[config.mk]
export PLATFORM = sky130hd
export DESIGN_NAME = jhgs_ctrl
export DESIGN_NICKNAME = d
export VERILOG_FILES = /design/src/design/jhgs_pkg.sv /design/src/design/jhgs_ctrl.sv
export VERILOG_INCLUDE_DIRS = /design/src /design/src/design
export SDC_FILE = /design/constraint.sdc
export NUM_CORES = 1
export LEC_CHECK = 0
export BUFFER_PORTS_ARGS = -buffer_cell sky130_fd_sc_hd__buf_4
export CORE_AREA = 2 2 39 41
export CTS_CLUSTER_DIAMETER = 50
export DETAILED_ROUTE_END_ITERATION = 7
export DIE_AREA = 0 0 41 43
export SYNTH_ARGS = -nofsm -noshare
export SYNTH_HDL_FRONTEND = slang
export SYNTH_SLANG_ARGS = --single-unit
export TNS_END_PERCENT = 5
[constraint.sdc]
create_clock -name clk -period 2.75 [get_ports clk]
set_clock_uncertainty 0.1 [all_clocks]
set_input_delay 0.1375 -clock clk [delete_from_list [all_inputs] [get_ports clk]]
set_output_delay 0.1375 -clock clk [all_outputs]
set_load 0.02 [all_outputs]
[src/design/jacobi_heat_grid_solver_unit_defines.svh]
// ----------------------------------------------------------------------------
// jacobi heat grid solver assertion macros
// shared concurrent assertion forms, compiled out with NO_ASSERTIONS
// ----------------------------------------------------------------------------
`ifndef JACOBI_HEAT_GRID_SOLVER_UNIT_DEFINES_SVH
`define JACOBI_HEAT_GRID_SOLVER_UNIT_DEFINES_SVH
`ifndef NO_ASSERTIONS
// same-cycle implication
`define JHGS_ASSERT_IMP(lbl, ante, cons, msg) \
	lbl: assert property (@(posedge clk) disable iff (!arst_n) (ante) |-> (cons)) \
		else $error(msg);
// next-cycle implication
`define JHGS_ASSERT_NXT(lbl, ante, cons, msg) \
	lbl: assert property (@(posedge clk) disable iff (!arst_n) (ante) |=> (cons)) \
		else $error(msg);
`else
`define JHGS_ASSERT_IMP(lbl, ante, cons, msg)
`define JHGS_ASSERT_NXT(lbl, ante, cons, msg)
`endif
`endif

[src/design/jhgs_pkg.sv]
`timescale 1ns / 1ps
// ----------------------------------------------------------------------------
// jhgs_pkg
// widths, defaults, register indexes and control types of the solver
// ----------------------------------------------------------------------------
package jhgs_pkg;

	localparam int GRID_SIZE_W    = 7;
	localparam int ITER_W         = 20;
	localparam int LOSS_W         = 24;
	localparam int CFG_IDX_W      = 2;
	localparam int CFG_DATA_W     = 24;
	localparam int MAX_GRID_DEF   = 64;
	localparam int FRAC_BITS_DEF  = 18;
	localparam int INT_BITS       = 6;
	localparam int MEASURE_PERIOD = 100;

	localparam logic [CFG_IDX_W-1:0] REG_GRID_SIZE = 2'd0;
	localparam logic [CFG_IDX_W-1:0] REG_MAX_ITER  = 2'd1;
	localparam logic [CFG_IDX_W-1:0] REG_ACCURACY  = 2'd2;

	localparam logic [GRID_SIZE_W-1:0] GRID_SIZE_RST = 7'd64;
	localparam logic [ITER_W-1:0]      MAX_ITER_RST  = 20'd1000;
	localparam logic [LOSS_W-1:0]      ACCURACY_RST  = 24'd1;

	typedef struct packed {
		logic load;
		logic div_go;
		logic build_go;
		logic sweep_go;
		logic iter;
		logic emit;
	} cmd_t;

	typedef struct packed {
		logic div_done;
		logic build_done;
		logic sweep_done;
		logic stop;
		logic at_limit;
	} status_t;

endpackage

[src/design/jhgs_ctrl.sv]
`timescale 1ns / 1ps
// ----------------------------------------------------------------------------
// jhgs_ctrl
// solve sequencer and response valid
// ----------------------------------------------------------------------------
`include "jacobi_heat_grid_solver_unit_defines.svh"
module jhgs_ctrl
	import jhgs_pkg::*;
(
	input  logic    clk,
	input  logic    arst_n,
	input  logic    in_valid,
	input  logic    in_start,
	output logic    in_ready,
	output logic    out_valid,
	input  logic    out_ready,
	input  status_t sts,
	output cmd_t    cmd
);

	typedef enum logic [2:0] {
		ST_IDLE, ST_DIV_GO, ST_DIV_WAIT, ST_BUILD, ST_CHECK, ST_SWEEP, ST_ITER,
		ST_FINISH
	} state_t;

	state_t state_q;
	logic   out_valid_q;
	cmd_t   cmd_q;
	logic   emit_pend_q;

	assign in_ready  = (state_q == ST_IDLE) && !emit_pend_q;
	assign out_valid = out_valid_q;
	assign cmd       = cmd_q;

	always_ff @(posedge clk or negedge arst_n) begin
		if (!arst_n) begin
			state_q     <= ST_IDLE;
			out_valid_q <= 1'b0;
			cmd_q       <= '0;
			emit_pend_q <= 1'b0;
		end else begin
			cmd_q <= '0;
			if (out_valid_q && out_ready)
				out_valid_q <= 1'b0;
			// result registers load on the cycle after emit
			if (emit_pend_q) begin
				out_valid_q <= 1'b1;
				emit_pend_q <= 1'b0;
			end
			unique case (state_q)
				ST_IDLE: begin
					if (in_valid && in_ready && in_start) begin
						cmd_q.load <= 1'b1;
						state_q    <= ST_DIV_GO;
					end
				end
				ST_DIV_GO: begin
					cmd_q.div_go <= 1'b1;
					state_q      <= ST_DIV_WAIT;
				end
				ST_DIV_WAIT: begin
					if (sts.div_done) begin
						cmd_q.build_go <= 1'b1;
						state_q        <= ST_BUILD;
					end
				end
				ST_BUILD: begin
					if (sts.build_done)
						state_q <= ST_CHECK;
				end
				ST_CHECK: begin
					if (sts.at_limit) begin
						state_q <= ST_FINISH;
					end else begin
						cmd_q.sweep_go <= 1'b1;
						state_q        <= ST_SWEEP;
					end
				end
				ST_SWEEP: begin
					if (sts.sweep_done) begin
						cmd_q.iter <= 1'b1;
						state_q    <= ST_ITER;
					end
				end
				ST_ITER: begin
					state_q <= sts.stop ? ST_FINISH : ST_CHECK;
				end
				ST_FINISH: begin
					if (!out_valid_q || out_ready) begin
						cmd_q.emit  <= 1'b1;
						emit_pend_q <= 1'b1;
						state_q     <= ST_IDLE;
					end
				end
				default: state_q <= ST_IDLE;
			endcase
		end
	end

	`JHGS_ASSERT_IMP(a_emit_slot_free, emit_pend_q, !out_valid_q, "result overwritten")
	`JHGS_ASSERT_IMP(a_sweep_done_ctx, sts.sweep_done, state_q == ST_SWEEP, "stray sweep done")
	`JHGS_ASSERT_NXT(a_start_seq, in_valid && in_ready && in_start, state_q == ST_DIV_GO, "start lost")
	`JHGS_ASSERT_IMP(a_build_done_ctx, sts.build_done, state_q == ST_BUILD, "stray build done")

endmodule

==> results.toml <==
[outcome]
status = "completed"

[cts]
clock_tree_from_tritoncts = "done"
htree_num_levels = 1
clock_path_buffers = 2
cts_hold_fix_bufs = 2
numCtsBuffers = 3
clkTransAtPathRegs_ns = 0.06
clock_sink_count = 10
cts.repair.resized = 0
post_cts.repair.setup_buffers = 0
cts.root.buffer_cell = "clkbuf_4"
worst_skew_pair.late_latency_ns = 0.26

[placed_design]
port-buffer-count = 17
dpl.hpwl_um = 711
numPlacedInstances = 78
gp_routability_congestion = 0.748
pre_cts_ws_ns = 1.42

[die]
io_pins = 18
fp.dieH_um = 43
core-area_um2 = 1380
horiz_die_dim_um = 41
fp.dieArea_um2 = 1760
start_util = 0.363
floorplan_row_count = 14

[yosys]
synthesis.nets = 59
mappedNetlistArea_um2 = 502
yosys_most_used_dff = "dfrtp_1"
synthesis.area_per_instance_um2 = 10.2
synth_cell_types = 23
ys_seq_area_frac = 0.499
postSynth.asyncResetShare = 1.00
synth.ff_latch_count = 10
synthesis.yosys.warnings = 0
synth-edff-count = 0
netlist_instances = 49

[timing]
slew-limit-headroom = 0.689
fmax_ghz = 0.630
setup_ws_ns = 1.16
final.period_utilization = 0.577
min_period_ns = 1.59
setup_repair_after_global_routing_missed_its_margin = "no"
tns_ns = 0
holdWs_ns = 0.0332
timing_worst_slew_pin_value_ns = 0.466
hold_viol_final = 0
finalSetupViolCount = 0
final_max_slew_viol_count = 0

[drt]
count_of_unresolved_drc_violations_after_routing = 0
detail_route.vias_per_cell = 4.98
detail_route.first_pass.iterations = 4
initialDrtViolationCount = 13
total_vias_in_the_final_route = 413
routed_wirelength_um = 996
antenna_violating_nets_post_route = 0
detail_route.wl_per_cell_um = 12.0

[finish]
final_cell_count_without_fillers = 83
final_layout_size_suffix_gt1_frac = 0.328
n_antenna_cell = 0
synthToLayoutAreaGrowth_pct = 32.9
nets = 79

[global_route]
grt_usage = 0.137
vias_in_the_first_global_route = 363
grt_antenna_before_repair = 0
grt_overflow = 0
grt_max_degree = 16
grt_pass1_wl_um = 1570

[hold_path]
hold_path.class = "in -> reg"

[pwr]
power_leakage_nw = 0.317
p_total_mw = 0.632
total_power_density_per_cell_area_nw_per_um2 = 947
irDropWorstVdd_mv = 0.385

[worst_setup_path]
timing.critical_path.from_type = "register"
req_time_crit_path_ns = 2.51
critical_path_class = "reg -> out"
crit_path_end_kind = "output port"
crit_fanout = 15
worst-endpoint-arrival_ns = 1.35

[run]
number_of_maximum_capacitance_violations = 0
==> sequential cells by signal, summed over array words and instances (netlist names) <==
signal,flops
state_q,3
emit_pend_q,1
out_valid,1
cmd,5
==> cells in the final DEF (no fill, tap or decap), drive strengths merged, types with 2 or more instances in the layout <==
cell type / synthesis / layout
nand3b: 3 / 3
dfrtp: 10 / 10
buf: 4 / 17
nand2b: 3 / 3
nor3: 3 / 3
nand2: 4 / 4
mux2i: 2 / 2
inv: 2 / 2
clkbuf: 0 / 3
and2: 3 / 3
a21oi: 3 / 3
a32oi: 2 / 2
dlygate4sd3: 0 / 2
==> synthesized netlist by cell type, types with 2 or more instances <==
master	instances	share of area
nand3b_1	3	0.045
a21oi_1	3	0.030
buf_4	2	0.030
buf_2	2	0.020
nor3_1	3	0.030
inv_1	2	0.015
nand2b_1	3	0.037
a32oi_1	2	0.035
and2_1	2	0.025
mux2i_1	2	0.040
dfrtp_1	10	0.50
nand2_1	4	0.030
==> path summary, 6_finish.rpt <==
path                                 start          to  slack, ns  cells past startpoint
min in group asynchronous           arst_n      cmd[5]       0.14                      2
worst max-delay path            state_q[2]    in_ready       1.16                      2
worst max register to register  state_q[2]  state_q[1]       1.41                      3
worst min register to register   out_valid   out_valid       0.47                      2
worst min-delay path                sts[4]      cmd[3]       0.03                      3
max in group asynchronous           arst_n      cmd[2]       2.27                      2
==> area by class of cell <==
class | count | area [µm²]
clock buffer | 3 | 22.5
fill | 128 | 717
inverter | 2 | 7.51
multi-input combinational | 33 | 219
sequential | 10 | 250
tap | 16 | 20.0
timing repair buffer | 19 | 148
==> layer usage <==
layer	vias to the layer above	wire length, µm	track usage
met5	-	0	0
met4	0	12	0.120
met3	2	55	0.0314
met2	9	496	0.188
met1	191	431	0.168
li1	211	-	-
==> through the flow <==
step                      cell area [µm²]   util
after global routing                  667  0.482
final                                 667  0.482
after floorplan                       502      -
after global placement                624  0.451
after detailed placement              624  0.451
after CTS                             667  0.482
==> report_power, final <==
group | internal, mW | total, mW | switching [mW]
registers | 0.193 | 0.288 | 0.0949
clock network | 0.0502 | 0.0943 | 0.0440
logic | 0.135 | 0.250 | 0.114
==> logic make-up after synthesis <==
kind of cell,count (synthesis),synth area share
AND/OR/NAND/NOR,23,0.284
flip-flops,10,0.499
AO/OA/AOI/OAI,8,0.112
buffers and inverters,6,0.0648
multiplexers,2,0.0399
==> worst max-delay path, stage by stage (launching register included) <==
cell	delay [ns]
dfrtp_1	0.55
nor4_2	0.36
buf_4	0.19
(Power assumes the default switching activity.)
